## config.mk

```make
export PLATFORM = sky130hd
export DESIGN_NAME = morse_code_decoder_top_flat
export DESIGN_NICKNAME = d
export VERILOG_FILES = /design/src/hdl/mcd_pkg.sv /design/src/hdl/mcd_in_if.sv /design/src/hdl/mcd_out_if.sv /design/src/hdl/mcd_cfg_regs.sv /design/src/hdl/mcd_core.sv /design/src/hdl/mcd_out_reg.sv /design/src/hdl/morse_code_decoder_top.sv /design/src/flat_wrapper.sv
export VERILOG_INCLUDE_DIRS = /design/src /design/src/hdl
export SDC_FILE = /design/constraint.sdc
export NUM_CORES = 1
export LEC_CHECK = 0
export BUFFER_PORTS_ARGS = -buffer_cell sky130_fd_sc_hd__buf_2
export CORE_UTILIZATION = 30
export DETAILED_ROUTE_END_ITERATION = 10
export GPL_TIMING_DRIVEN = 0
export PLACE_DENSITY = 0.41
export SLEW_MARGIN = 10
export SYNTH_ARGS = -nofsm -noshare
export SYNTH_HDL_FRONTEND = slang
export SYNTH_HIERARCHICAL = 1
export SYNTH_SLANG_ARGS = --single-unit
```

## constraint.sdc

```tcl
create_clock -name clk_i -period 10.3 [get_ports clk_i]
set_input_delay 1.03 -clock clk_i [delete_from_list [all_inputs] [get_ports clk_i]]
set_output_delay 1.03 -clock clk_i [all_outputs]
set_load 0.02 [all_outputs]
```

## src/hdl/assert_macros.svh

```systemverilog
// Assertion macros shared by the decoder RTL; they compile to nothing under synthesis.
`ifndef ASSERT_MACROS_SVH
`define ASSERT_MACROS_SVH
`ifndef SYNTHESIS
// Checks a property on every rising clock edge outside reset.
`define MCD_ASSERT(lbl, prop, msg) \
  lbl: assert property (@(posedge clk_i) disable iff (!rst_ni) prop) else $error(msg);
// Checks that a condition never holds outside reset.
`define MCD_ASSERT_NEVER(lbl, cond, msg) \
  lbl: assert property (@(posedge clk_i) disable iff (!rst_ni) !(cond)) else $error(msg);
`else
`define MCD_ASSERT(lbl, prop, msg)
`define MCD_ASSERT_NEVER(lbl, cond, msg)
`endif
`endif

```

## src/hdl/mcd_pkg.sv

```systemverilog
// Types, constants and the letter lookup shared by the decoder modules.
package mcd_pkg;

  localparam int TimeBitsDefault = 32;
  localparam int SampleW         = 12;
  localparam int CfgDataW        = 16;
  localparam int CfgIdxW         = 3;
  localparam int CharW           = 7;
  localparam int LenW            = 3;
  localparam int SymW            = 4;
  localparam int NumLetters      = 26;

  localparam logic [LenW-1:0]  MaxSymbols   = 3'd4;
  localparam logic [LenW-1:0]  TooLong      = 3'd5;
  localparam logic [CfgDataW-1:0] WordGapLimit = 16'd65;
  localparam logic [CharW-1:0] SpaceChar    = 7'd32;
  localparam logic [CharW-1:0] LetterBase   = 7'd65;
  localparam logic [CharW-1:0] NoChar       = 7'd0;

  typedef enum logic {
    CmdTick   = 1'b0,
    CmdSample = 1'b1
  } cmd_e;

  typedef enum logic [CfgIdxW-1:0] {
    RegLevelThreshold = 3'd0,
    RegDotMin         = 3'd1,
    RegDotMax         = 3'd2,
    RegDashMin        = 3'd3,
    RegDashMax        = 3'd4,
    RegLetterGapMin   = 3'd5,
    RegLetterGapMax   = 3'd6,
    RegWordGapMin     = 3'd7
  } cfg_idx_e;

  typedef struct packed {
    logic [SampleW-1:0]  level_threshold;
    logic [CfgDataW-1:0] dot_min;
    logic [CfgDataW-1:0] dot_max;
    logic [CfgDataW-1:0] dash_min;
    logic [CfgDataW-1:0] dash_max;
    logic [CfgDataW-1:0] letter_gap_min;
    logic [CfgDataW-1:0] letter_gap_max;
    logic [CfgDataW-1:0] word_gap_min;
  } cfg_t;

  localparam cfg_t CfgReset = '{
    level_threshold: 12'd2111,
    dot_min:         16'd7,
    dot_max:         16'd13,
    dash_min:        16'd17,
    dash_max:        16'd23,
    letter_gap_min:  16'd33,
    letter_gap_max:  16'd39,
    word_gap_min:    16'd55
  };

  // One decoded character headed for the output register.
  typedef struct packed {
    logic             valid;
    logic [CharW-1:0] character;
  } res_t;

  // Symbol i of a code sits in bit i, with 1 for a dash.
  typedef struct packed {
    logic [LenW-1:0] len;
    logic [SymW-1:0] bits;
  } letter_t;

  localparam letter_t LetterTable [NumLetters] = '{
    '{3'd2, 4'd2},  '{3'd4, 4'd1},  '{3'd4, 4'd5},  '{3'd3, 4'd1},
    '{3'd1, 4'd0},  '{3'd4, 4'd4},  '{3'd3, 4'd3},  '{3'd4, 4'd0},
    '{3'd2, 4'd0},  '{3'd4, 4'd14}, '{3'd3, 4'd5},  '{3'd4, 4'd2},
    '{3'd2, 4'd3},  '{3'd2, 4'd1},  '{3'd3, 4'd7},  '{3'd4, 4'd6},
    '{3'd4, 4'd11}, '{3'd3, 4'd2},  '{3'd3, 4'd0},  '{3'd1, 4'd1},
    '{3'd3, 4'd4},  '{3'd4, 4'd8},  '{3'd3, 4'd6},  '{3'd4, 4'd9},
    '{3'd4, 4'd13}, '{3'd4, 4'd3}
  };

  // Returns the ASCII letter for a code, or NoChar when none matches.
  // Empty and too long codes never match since no table entry has that length.
  function automatic logic [CharW-1:0] lookup_letter(input logic [LenW-1:0] len,
                                                      input logic [SymW-1:0] bits);
    logic [CharW-1:0] ch;
    ch = NoChar;
    for (int i = 0; i < NumLetters; i++) begin
      if (LetterTable[i].len == len && LetterTable[i].bits == bits) begin
        ch = LetterBase + CharW'(i);
      end
    end
    return ch;
  endfunction

endpackage

```

## src/hdl/mcd_in_if.sv

```systemverilog
// Input channel: a timer tick or a converter sample per transaction.
interface mcd_in_if import mcd_pkg::*; ();
  logic               valid;
  logic               ready;
  logic               cmd;
  logic [SampleW-1:0] sample;

  modport source (output valid, output cmd, output sample, input ready);
  modport sink (input valid, input cmd, input sample, output ready);
endinterface

```

## src/hdl/mcd_out_if.sv

```systemverilog
// Output channel: one decoded ASCII character per transaction.
interface mcd_out_if import mcd_pkg::*; ();
  logic             valid;
  logic             ready;
  logic [CharW-1:0] character;

  modport source (output valid, output character, input ready);
  modport sink (input valid, input character, output ready);
endinterface

```

## src/hdl/mcd_cfg_regs.sv

```systemverilog
// Configuration register file for the decoder thresholds and timing windows.
module mcd_cfg_regs import mcd_pkg::*; (
  input  logic                clk_i,
  input  logic                rst_ni,
  input  logic                cfg_we_i,
  input  logic [CfgIdxW-1:0]  cfg_idx_i,
  input  logic [CfgDataW-1:0] cfg_data_i,
  output cfg_t                cfg_o
);

  cfg_t cfg_q, cfg_d;

  always_comb begin
    cfg_d = cfg_q;
    if (cfg_we_i) begin
      unique case (cfg_idx_e'(cfg_idx_i))
        RegLevelThreshold: cfg_d.level_threshold = cfg_data_i[SampleW-1:0];
        RegDotMin:         cfg_d.dot_min         = cfg_data_i;
        RegDotMax:         cfg_d.dot_max         = cfg_data_i;
        RegDashMin:        cfg_d.dash_min        = cfg_data_i;
        RegDashMax:        cfg_d.dash_max        = cfg_data_i;
        RegLetterGapMin:   cfg_d.letter_gap_min  = cfg_data_i;
        RegLetterGapMax:   cfg_d.letter_gap_max  = cfg_data_i;
        RegWordGapMin:     cfg_d.word_gap_min    = cfg_data_i;
        default:           cfg_d = cfg_q;
      endcase
    end
  end

  always_ff @(posedge clk_i or negedge rst_ni) begin
    if (!rst_ni) begin
      cfg_q <= CfgReset;
    end else begin
      cfg_q <= cfg_d;
    end
  end

  assign cfg_o = cfg_q;

endmodule

```

## src/hdl/mcd_core.sv

```systemverilog
// Input register, decoder state and the combinational symbol and letter decode.
`include "assert_macros.svh"

module mcd_core import mcd_pkg::*; #(
  parameter int TimeBits = TimeBitsDefault
) (
  input  logic   clk_i,
  input  logic   rst_ni,
  input  cfg_t   cfg_i,
  mcd_in_if.sink in_i,
  input  logic   out_ready_i,
  output res_t   res_o
);

  localparam int CmpW = (TimeBits > CfgDataW) ? TimeBits : CfgDataW;

  // Input register.
  logic               in_valid_q;
  cmd_e               cmd_q;
  logic [SampleW-1:0] sample_q;
  logic               fire;

  // Decoder state. The elapsed count is the time since the last pulse start,
  // which serves both as pulse length and as gap time.
  logic [TimeBits-1:0] elapsed_q, elapsed_d;
  logic                sig_on_q, sig_on_d;
  logic [SymW-1:0]     code_sym_q, code_sym_d;
  logic [LenW-1:0]     code_len_q, code_len_d;
  logic                armed_q, armed_d;
  logic                seen_q, seen_d;

  logic [CmpW-1:0]  elapsed_x;
  logic             is_on;
  logic             dot_hit, dash_hit, letter_win, word_win;
  logic [SymW-1:0]  sym_cur;
  logic [LenW-1:0]  len_cur;
  logic [CharW-1:0] letter_ch;
  logic             letter_emit;

  assign fire       = in_valid_q && out_ready_i;
  assign in_i.ready = !in_valid_q || fire;

  always_ff @(posedge clk_i or negedge rst_ni) begin
    if (!rst_ni) begin
      in_valid_q <= 1'b0;
    end else if (in_i.ready) begin
      in_valid_q <= in_i.valid;
    end
  end

  always_ff @(posedge clk_i) begin
    if (in_i.valid && in_i.ready) begin
      cmd_q    <= cmd_e'(in_i.cmd);
      sample_q <= in_i.sample;
    end
  end

  assign elapsed_x  = CmpW'(elapsed_q);
  assign is_on      = sample_q > cfg_i.level_threshold;
  assign dot_hit    = elapsed_x > CmpW'(cfg_i.dot_min) && elapsed_x < CmpW'(cfg_i.dot_max);
  assign dash_hit   = elapsed_x > CmpW'(cfg_i.dash_min) && elapsed_x < CmpW'(cfg_i.dash_max);
  assign letter_win = elapsed_x > CmpW'(cfg_i.letter_gap_min) &&
                      elapsed_x < CmpW'(cfg_i.letter_gap_max);
  assign word_win   = elapsed_x > CmpW'(cfg_i.word_gap_min) &&
                      elapsed_x < CmpW'(WordGapLimit);

  // Code after the falling edge of a pulse, if this sample ends one.
  always_comb begin
    sym_cur = code_sym_q;
    len_cur = code_len_q;
    if (sig_on_q && (dot_hit || dash_hit)) begin
      if (code_len_q >= MaxSymbols) begin
        len_cur = TooLong;
      end else begin
        sym_cur = code_sym_q | (SymW'(!dot_hit) << code_len_q[1:0]);
        len_cur = code_len_q + 3'd1;
      end
    end
  end

  assign letter_ch = lookup_letter(len_cur, sym_cur);

  always_comb begin
    elapsed_d       = elapsed_q;
    sig_on_d        = sig_on_q;
    code_sym_d      = code_sym_q;
    code_len_d      = code_len_q;
    armed_d         = armed_q;
    seen_d          = seen_q;
    letter_emit     = 1'b0;
    res_o.valid     = 1'b0;
    res_o.character = NoChar;
    if (fire) begin
      unique case (cmd_q)
        CmdTick: begin
          elapsed_d = elapsed_q + TimeBits'(1);
        end
        CmdSample: begin
          if (is_on) begin
            if (!sig_on_q) begin
              sig_on_d  = 1'b1;
              elapsed_d = '0;
            end
          end else begin
            sig_on_d   = 1'b0;
            code_sym_d = sym_cur;
            code_len_d = len_cur;
            if (letter_win && len_cur != '0) begin
              if (letter_ch != NoChar) begin
                letter_emit     = 1'b1;
                res_o.valid     = 1'b1;
                res_o.character = letter_ch;
                seen_d          = 1'b1;
              end
              armed_d    = 1'b1;
              code_sym_d = '0;
              code_len_d = '0;
            end
            // A letter in this transaction takes precedence; the space stays armed.
            if (!letter_emit && word_win && seen_q && armed_d) begin
              res_o.valid     = 1'b1;
              res_o.character = SpaceChar;
              armed_d         = 1'b0;
            end
          end
        end
        default: begin
          elapsed_d = elapsed_q;
        end
      endcase
    end
  end

  always_ff @(posedge clk_i or negedge rst_ni) begin
    if (!rst_ni) begin
      elapsed_q  <= '0;
      sig_on_q   <= 1'b0;
      code_sym_q <= '0;
      code_len_q <= '0;
      armed_q    <= 1'b0;
      seen_q     <= 1'b0;
    end else begin
      elapsed_q  <= elapsed_d;
      sig_on_q   <= sig_on_d;
      code_sym_q <= code_sym_d;
      code_len_q <= code_len_d;
      armed_q    <= armed_d;
      seen_q     <= seen_d;
    end
  end

  `MCD_ASSERT_NEVER(a_len_range, code_len_q > TooLong, "code length out of range")
  `MCD_ASSERT(a_too_long_frozen, (code_len_q == TooLong) |=> ((code_len_q == TooLong && $stable(code_sym_q)) || code_len_q == '0), "too long code changed")
  `MCD_ASSERT(a_rise_clears, (fire && cmd_q == CmdSample && is_on && !sig_on_q) |=> (sig_on_q && elapsed_q == '0), "pulse start not recorded")
  `MCD_ASSERT(a_space_after_letter, (res_o.valid && res_o.character == SpaceChar) |-> seen_q, "space without a prior letter")
  `MCD_ASSERT(a_idle_holds, !fire |=> ($stable(code_len_q) && $stable(elapsed_q)), "state moved without a transaction")

endmodule

```

## src/hdl/mcd_out_reg.sv

```systemverilog
// Output register that holds a decoded character until the sink takes it.
`include "assert_macros.svh"

module mcd_out_reg import mcd_pkg::*; (
  input  logic      clk_i,
  input  logic      rst_ni,
  input  res_t      res_i,
  output logic      can_accept_o,
  mcd_out_if.source out_o
);

  logic             valid_q, valid_d;
  logic [CharW-1:0] char_q;

  assign can_accept_o = !valid_q || out_o.ready;

  always_comb begin
    valid_d = valid_q;
    if (can_accept_o) begin
      valid_d = res_i.valid;
    end
  end

  always_ff @(posedge clk_i or negedge rst_ni) begin
    if (!rst_ni) begin
      valid_q <= 1'b0;
    end else begin
      valid_q <= valid_d;
    end
  end

  always_ff @(posedge clk_i) begin
    if (can_accept_o && res_i.valid) begin
      char_q <= res_i.character;
    end
  end

  assign out_o.valid     = valid_q;
  assign out_o.character = char_q;

  `MCD_ASSERT_NEVER(a_no_overwrite, res_i.valid && !can_accept_o, "result dropped while output stalled")
  `MCD_ASSERT(a_char_legal, valid_q |-> (char_q == SpaceChar || (char_q >= LetterBase && char_q <= LetterBase + 7'd25)), "illegal character held")
  `MCD_ASSERT(a_hold_stalled, (valid_q && !out_o.ready) |=> (valid_q && $stable(char_q)), "stalled character changed")

endmodule

```

## src/hdl/morse_code_decoder_top.sv

```systemverilog
// Top level of the Morse code decoder: config registers, decode core and output register.
//
// The decoder takes one transaction per clock cycle on its input channel, either a timer
// tick or a 12-bit converter sample, and returns zero or one ASCII character per input
// (A to Z, or a space between words). Each input is first captured in an input register;
// once the output register can accept, the decode core updates its state from it and
// loads any character into that register, which holds it valid on the output until the
// sink takes it. The sustained rate is one input per cycle while the output is not
// stalled; the input stalls only while the output register holds a character the sink
// has not taken. Configuration writes should be made while no input is in flight.
module morse_code_decoder_top import mcd_pkg::*; #(
  parameter int TimeBits = TimeBitsDefault
) (
  input  logic                clk_i,
  input  logic                rst_ni,
  input  logic                cfg_we_i,
  input  logic [CfgIdxW-1:0]  cfg_idx_i,
  input  logic [CfgDataW-1:0] cfg_data_i,
  mcd_in_if.sink              in_i,
  mcd_out_if.source           out_o
);

  cfg_t cfg;
  res_t res;
  logic out_can_accept;

  mcd_cfg_regs u_cfg_regs (
    .clk_i      (clk_i),
    .rst_ni     (rst_ni),
    .cfg_we_i   (cfg_we_i),
    .cfg_idx_i  (cfg_idx_i),
    .cfg_data_i (cfg_data_i),
    .cfg_o      (cfg)
  );

  mcd_core #(
    .TimeBits (TimeBits)
  ) u_core (
    .clk_i       (clk_i),
    .rst_ni      (rst_ni),
    .cfg_i       (cfg),
    .in_i        (in_i),
    .out_ready_i (out_can_accept),
    .res_o       (res)
  );

  mcd_out_reg u_out_reg (
    .clk_i        (clk_i),
    .rst_ni       (rst_ni),
    .res_i        (res),
    .can_accept_o (out_can_accept),
    .out_o        (out_o)
  );

endmodule
```

## src/flat_wrapper.sv

```systemverilog
// flat-port wrapper written by rule: the top's interface ports become plain ports
module morse_code_decoder_top_flat import mcd_pkg::*;
#(
  parameter int TimeBits = TimeBitsDefault
)
  (clk_i, rst_ni, cfg_we_i, cfg_idx_i, cfg_data_i, in_i_valid, in_i_cmd, in_i_sample, in_i_ready, out_o_valid, out_o_character, out_o_ready);
  mcd_in_if in_i_i ();
  mcd_out_if out_o_i ();
  input  logic clk_i;
  input  logic rst_ni;
  input  logic cfg_we_i;
  input  logic [CfgIdxW-1:0] cfg_idx_i;
  input  logic [CfgDataW-1:0] cfg_data_i;
  input wire logic [$bits(in_i_i.valid)-1:0] in_i_valid;
  input wire logic [$bits(in_i_i.cmd)-1:0] in_i_cmd;
  input wire logic [$bits(in_i_i.sample)-1:0] in_i_sample;
  output wire logic [$bits(in_i_i.ready)-1:0] in_i_ready;
  output wire logic [$bits(out_o_i.valid)-1:0] out_o_valid;
  output wire logic [$bits(out_o_i.character)-1:0] out_o_character;
  input wire logic [$bits(out_o_i.ready)-1:0] out_o_ready;
  assign in_i_i.valid = in_i_valid;
  assign in_i_i.cmd = in_i_cmd;
  assign in_i_i.sample = in_i_sample;
  assign in_i_ready = in_i_i.ready;
  assign out_o_valid = out_o_i.valid;
  assign out_o_character = out_o_i.character;
  assign out_o_i.ready = out_o_ready;
  morse_code_decoder_top #(.TimeBits(TimeBits)) u_core (.clk_i(clk_i), .rst_ni(rst_ni), .cfg_we_i(cfg_we_i), .cfg_idx_i(cfg_idx_i), .cfg_data_i(cfg_data_i), .in_i(in_i_i), .out_o(out_o_i));
endmodule
```

# --- Word-level counts from Yosys, hierarchy flattened ---
# Cells that the tools add are included.
classes:
  add_sub_neg: 2
  magnitude_cmp: 10
  n_eq_ne: 25
  shift: 1
  n_mux: 52
  bitwise: 6
  reduce_logical: 63
ops:
  columns: ["cell", "count"]
  rows:
  - ["2-to-1 mux 7 bit", 26]
  - ["> comparator 32 x 16 -> 1 bit", 4]
  - ["< comparator 32 x 16 -> 1 bit", 3]
  - ["2-to-1 mux 32 bit", 2]
  - ["one-hot mux 32 bit (2 select lines)", 1]
  - ["2-to-1 mux 8 bit", 6]
  - ["logical AND 1 bit", 38]
  - ["adder 32 x 1 -> 32 bit (second input constant)", 1]
  - ["< comparator 32 x 7 -> 1 bit (second input constant)", 1]
  - ["equality test 4 bit (first input constant)", 5]
  - ["AND reduction 2 bit", 9]
  - ["equality test 3 x 4 -> 1 bit (first input constant)", 4]
  - ["equality test 3 bit (second input constant)", 4]
  - ["> comparator 12 bit", 1]
  - ["2-to-1 mux 4 bit", 3]
  - ["2-to-1 mux 1 bit", 11]
  - ["2-to-1 mux 3 bit", 3]
  - ["equality test 2 x 4 -> 1 bit (first input constant)", 2]
  - ["nonzero test 7 bit", 1]
  - ["equality test 2 x 3 -> 1 bit (first input constant)", 2]
  - ["equality test 3 x 2 -> 1 bit (second input constant)", 2]
  - ["AND reduction 3 bit", 2]
  - ["OR reduction 6 bit", 1]
  - ["NOT 1 bit", 5]
  - ["other kinds (17)", 22]
totals:
  register_bits: 188
  in_bits: 37
  out_inout_bits: 9

# --- Longest topological paths before layout ---
logic_depth:
  depth_word: 50
  ltp_mapped: 17

# --- Modules after synthesis ---
# The synthesis kept the hierarchy.
by_module_without_submodules:
  columns: ["module", "instances", "cells_per_inst", "area_each_um2"]
  rows:
  - ["mcd_core", 1, 800, 6449.9]
  - ["mcd_cfg_regs", 1, 271, 4956.0]
  - ["mcd_out_reg", 1, 11, 264.0]

# --- Least setup slack after synthesis ---
# OpenSTA, ideal clock, no wires.
synth_timing:
  path_type: "register -> register"
  from: "reg u_core.u_cfg_regs.cfg_q, in the netlist u_core/u_cfg_regs/cfg_o[97]"
  to: "reg u_core.u_out_reg.char_q[0], in the netlist u_core/u_out_reg/out_o.character[0], enable pin"
  setup_time_ns: 0.247
  t_arrival_ns: 3.730
  t_required_ns: 10.053
  setup_slack_ns: 6.323
  stages_incl_launch_ff: 16
  path_buffers: 0
  synth_period_minus_slack_ns: 3.977
  path_cell_list: "dfstp_2 inv_1 ha_1 nor2b_1 o211ai_1 a21boi_1 or4b_1 and3_1 o21ai_2 mux2_4 a32oi_2 o221ai_2 nor4_4 nand2b_1 a21oi_1 and2_4"
synth_lines:
  columns: ["element", "line", "source"]
  rows:
  - ["start, declared", "mcd_cfg_regs.sv:11", "cfg_t cfg_q, cfg_d;"]
  - ["start signal, assigned", "mcd_cfg_regs.sv:32", "cfg_q <= CfgReset;"]
  - ["start signal, assigned", "mcd_cfg_regs.sv:34", "cfg_q <= cfg_d;"]
  - ["end signal, assigned", "mcd_out_reg.sv:34", "char_q <= res_i.character;"]
  - ["end, declared", "mcd_out_reg.sv:13", "logic [CharW-1:0] char_q;"]

==> impl_metrics.env <==
export IMPL_status="finished, final reports clean"
export IMPL_timing_rr_start="u_core/u_core/elapsed_q[15]$_DFFE_PN0P_"
export IMPL_ctsHoldBuffers=0
export IMPL_chipHeight_um=199
export IMPL_grt_ovfl_total=0
export IMPL_tns_ps=0
export IMPL_first_global_vias=8070
export IMPL_rr_worst_depth=14
export IMPL_crit_end="u_core/u_out_reg/out_o.character[3]$_DFFE_PP_"
export IMPL_synth_simple_gate_area_frac=0.135
export IMPL_cts_resized=0
export IMPL_p_switching_w=0.000760
export IMPL_clkPwrFrac=0.275
export IMPL_muxShareOfSynthArea=0.132
export IMPL_synth_avg_cell_area_um2=10.8
export IMPL_drc=0
export IMPL_startpoint="u_core/u_core/elapsed_q[15]$_DFFE_PN0P_"
export IMPL_synth_compound_area_frac=0.106
export IMPL_fp_dieW_um=199
export IMPL_dp_hpwl_um=22300
export IMPL_critPathRequiredTime_ps=10510
export IMPL_gr_usage_all_layers=0.169
export IMPL_placed_area_um2=12600
export IMPL_dieArea_um2=39700
export IMPL_postCtsSetupBuffers=0
export IMPL_cts_buffers=17
export IMPL_routed_wl_um=31200
export IMPL_hold_class="register to register"
export IMPL_crit_arrival_ps=5150
export IMPL_p_comb_frac=0.293
export IMPL_slew_viol_final=0
export IMPL_placedCellCount=1635
export IMPL_path_class="register to register"
export IMPL_period_share=0.480
export IMPL_yosys_area_share_adder=0.134
export IMPL_max_cap_violations=0
export IMPL_clock_latency_ps=450
export IMPL_viasPerCell=4.80
export IMPL_fin_cells=1669
export IMPL_htreeDepth=4
export IMPL_p_leak_nw=6.19
export IMPL_io_pins=46
export IMPL_first_iter_violations=351
export IMPL_synth_cells=1082
export IMPL_cts_tree="done"
export IMPL_most_common_layout_cells="dfrtp_1, inv_1, ha_1, mux2_2, nor2_1"
export IMPL_crit_path_start_kind="register"
export IMPL_r2r_setup_slack_ps=5360
export IMPL_worst_pin_slew_ps=964
export IMPL_drive_gt1_frac=0.242
export IMPL_final_nets=1305
export IMPL_slew_headroom=0.350
export IMPL_grt_setup_unrepaired="no"
export IMPL_crit_fanout=11
export IMPL_max_freq_mhz=202
export IMPL_power_share_sequential=0.433
export IMPL_setup_viol_count_final=0
export IMPL_ant_nets=0
export IMPL_synth_xor_area_frac=0.0150
export IMPL_yosys_warnings=6
export IMPL_cts_sinks=188
export IMPL_post_drt_wl_per_cell_um=18.7
export IMPL_core_region_area_um2=37900
export IMPL_grt_pass1_wl_um=49600
export IMPL_yosysSeqAreaShare=0.415
export IMPL_synth_edf_count=20
export IMPL_skew_ps=10.3
export IMPL_cts_clk_slew_worst_paths_ps=70
export IMPL_ir_drop_uv=129
export IMPL_dr_total_vias=8013
export IMPL_switching_share=0.333
export IMPL_ys_flop_type="dfrtp_1"
export IMPL_async_flop_share=0.894
export IMPL_intPower_w=0.00153
export IMPL_gp_congestion=0.800
export IMPL_clockBufferDepth=2
export IMPL_finalHoldViolations=0
export IMPL_placementRows=71
export IMPL_synth_top_family_by_area="simple AND/OR/NAND/NOR gates"
export IMPL_ys_seq_elements=188
export IMPL_mostFrequentLayoutCell="dfrtp_1"
export IMPL_syn_area_um2=11700
export IMPL_grt_max_degree=98
export IMPL_end_kind="register"
export IMPL_drt_pass1_iter_count=4
export IMPL_io_buffers=41
export IMPL_crit_reg2reg_capture="u_core/u_out_reg/out_o.character[3]$_DFFE_PP_"
export IMPL_min_period_ps=4940
export IMPL_ys_types=83
export IMPL_cts_root_buf="clkbuf_16"
export IMPL_start_util=0.308
export IMPL_postLayoutCellArea_um2=13100
export IMPL_area_growth_pct=12.3
export IMPL_final_core_util=0.346
export IMPL_powerDensity_nw_per_um2=174
export IMPL_grt_antenna_before_repair=0
export IMPL_synth_nets=1244
==> worst max-delay path, cell delays in order, from the launching register on <==
cell,delay (ps)
dfrtp_1,580
ha_1,430
nand4_1,250
nor4_1,690
a21boi_1,240
or4b_1,250
nand3_1,180
a41oi_1,690
a311oi_1,140
a22oi_1,250
o221ai_2,180
nor4_4,370
nand2b_1,170
a21oi_1,80
and2_4,190
==> sequential cells by signal (all words and copies together), names as in the netlist <==
name	flops
u_core/u_core/seen_q	1
u_core/u_core/sample_q	12
u_core/u_core/cmd_q	1
u_core/u_out_reg/out_o.valid	1
u_core/u_core/code_sym_q	4
u_core/u_out_reg/out_o.character	7
u_core/u_core/code_len_q	3
u_core/u_core/in_valid_q	1
u_core/u_cfg_regs/cfg_o	124
u_core/u_core/armed_q	1
u_core/u_core/sig_on_q	1
u_core/u_core/elapsed_q	32
==> routing by layer <==
layer	global-route usage	routed length [µm]	up-vias	part of all wire
met4	0.0510	516	0	0.017
li1	-	-	4005	-
met1	0.240	15900	3888	0.51
met5	0	0	-	0
met3	0.0224	588	26	0.019
met2	0.266	14200	94	0.46
==> worst min path at each step <==
stage,start,to,slack (ps),depth (start not counted)
global placement,u_core/u_cfg_regs/cfg_o[69]$_DFFE_PN0P_,u_core/u_cfg_regs/cfg_o[69]$_DFFE_PN0P_,490,1
CTS,u_core/u_cfg_regs/cfg_o[20]$_DFFE_PN0P_,u_core/u_cfg_regs/cfg_o[20]$_DFFE_PN0P_,510,1
global route,u_core/u_cfg_regs/cfg_o[34]$_DFFE_PN0P_,u_core/u_cfg_regs/cfg_o[34]$_DFFE_PN0P_,520,1
floorplan,u_core/u_core/seen_q$_DFFE_PN0P_,u_core/u_core/seen_q$_DFFE_PN0P_,420,1
detailed placement,u_core/u_cfg_regs/cfg_o[56]$_DFFE_PN0P_,u_core/u_cfg_regs/cfg_o[56]$_DFFE_PN0P_,490,1
finish,u_core/u_cfg_regs/cfg_o[36]$_DFFE_PN0P_,u_core/u_cfg_regs/cfg_o[36]$_DFFE_PN0P_,510,1
==> Yosys cell counts (3+ instances only) <==
master | n | area share
nor3_1 | 18 | 0.0077
o21ai_2 | 3 | 0.0023
edfxtp_1 | 20 | 0.051
nor4_1 | 11 | 0.0059
o21ai_1 | 4 | 0.0017
mux2_4 | 31 | 0.040
a21oi_2 | 3 | 0.0023
a2111oi_0 | 4 | 0.0030
nand4b_4 | 3 | 0.0061
dfstp_2 | 30 | 0.068
a31oi_1 | 5 | 0.0027
buf_2 | 6 | 0.0026
buf_6 | 6 | 0.0058
and2_1 | 4 | 0.0021
mux2_2 | 94 | 0.091
a21oi_1 | 55 | 0.024
dfrtp_1 | 138 | 0.30
nand2b_1 | 12 | 0.0064
a21o_1 | 25 | 0.016
a211oi_1 | 4 | 0.0026
nand3_1 | 28 | 0.012
xor2_1 | 3 | 0.0023
and3_1 | 9 | 0.0048
xnor2_1 | 17 | 0.013
nor2_1 | 62 | 0.020
nand2_1 | 43 | 0.014
nand4_1 | 27 | 0.014
buf_4 | 4 | 0.0026
nor2b_1 | 16 | 0.0086
ha_1 | 125 | 0.13
buf_12 | 3 | 0.0051
clkbuf_1 | 8 | 0.0026
or3_1 | 10 | 0.0054
a41oi_1 | 3 | 0.0023
a22oi_1 | 7 | 0.0045
and4bb_1 | 3 | 0.0032
inv_1 | 134 | 0.043
o21a_1 | 6 | 0.0039
or2_2 | 4 | 0.0021
o21ai_0 | 38 | 0.016
==> logic make-up (layout without fill, tap and decap cells) <==
logic type,after synthesis,in the layout
and+or+nand+nor,273,273
DFF,188,188
AOI/OAI and AO/OA,187,187
buffers and inverters,162,236
muxes,127,127
adders and majority gates,125,125
xor gates and xnor gates,20,20
other,0,2
==> power by group through the flow <==
stage               Clock, W  Sequential (W)  Combinational, W
floorplan                  0        0.000967          0.000500
global placement           0         0.00100          0.000663
detailed placement         0         0.00100          0.000665
CTS                 0.000657        0.000991          0.000672
global route        0.000685         0.00101          0.000765
finish              0.000627        0.000989          0.000669
==> cell type report <==
class | count | area (µm²)
Fill cell | 3903 | 24800
Multi-Input combinational cell | 732 | 6110
Sequential cell | 188 | 4840
Tap cell | 511 | 639
Inverter | 135 | 507
Clock buffer | 22 | 474
Timing Repair Buffer | 42 | 243
Buffer | 27 | 218
Clock inverter | 10 | 67.6
Antenna cell | 2 | 5.00
==> stage by stage <==
| step | hold slack (ps) | setup slack (ps) | total power [W] |
|---|---|---|---|
| after floorplan | 424 | 6320 | 0.00147 |
| after global routing | 515 | 5020 | 0.00246 |
| after global placement | 487 | 5090 | 0.00167 |
| final | 507 | 5360 | 0.00229 |
| after detailed placement | 493 | 5410 | 0.00167 |
| after CTS | 509 | 5400 | 0.00232 |
(Power assumes the default switching activity.)
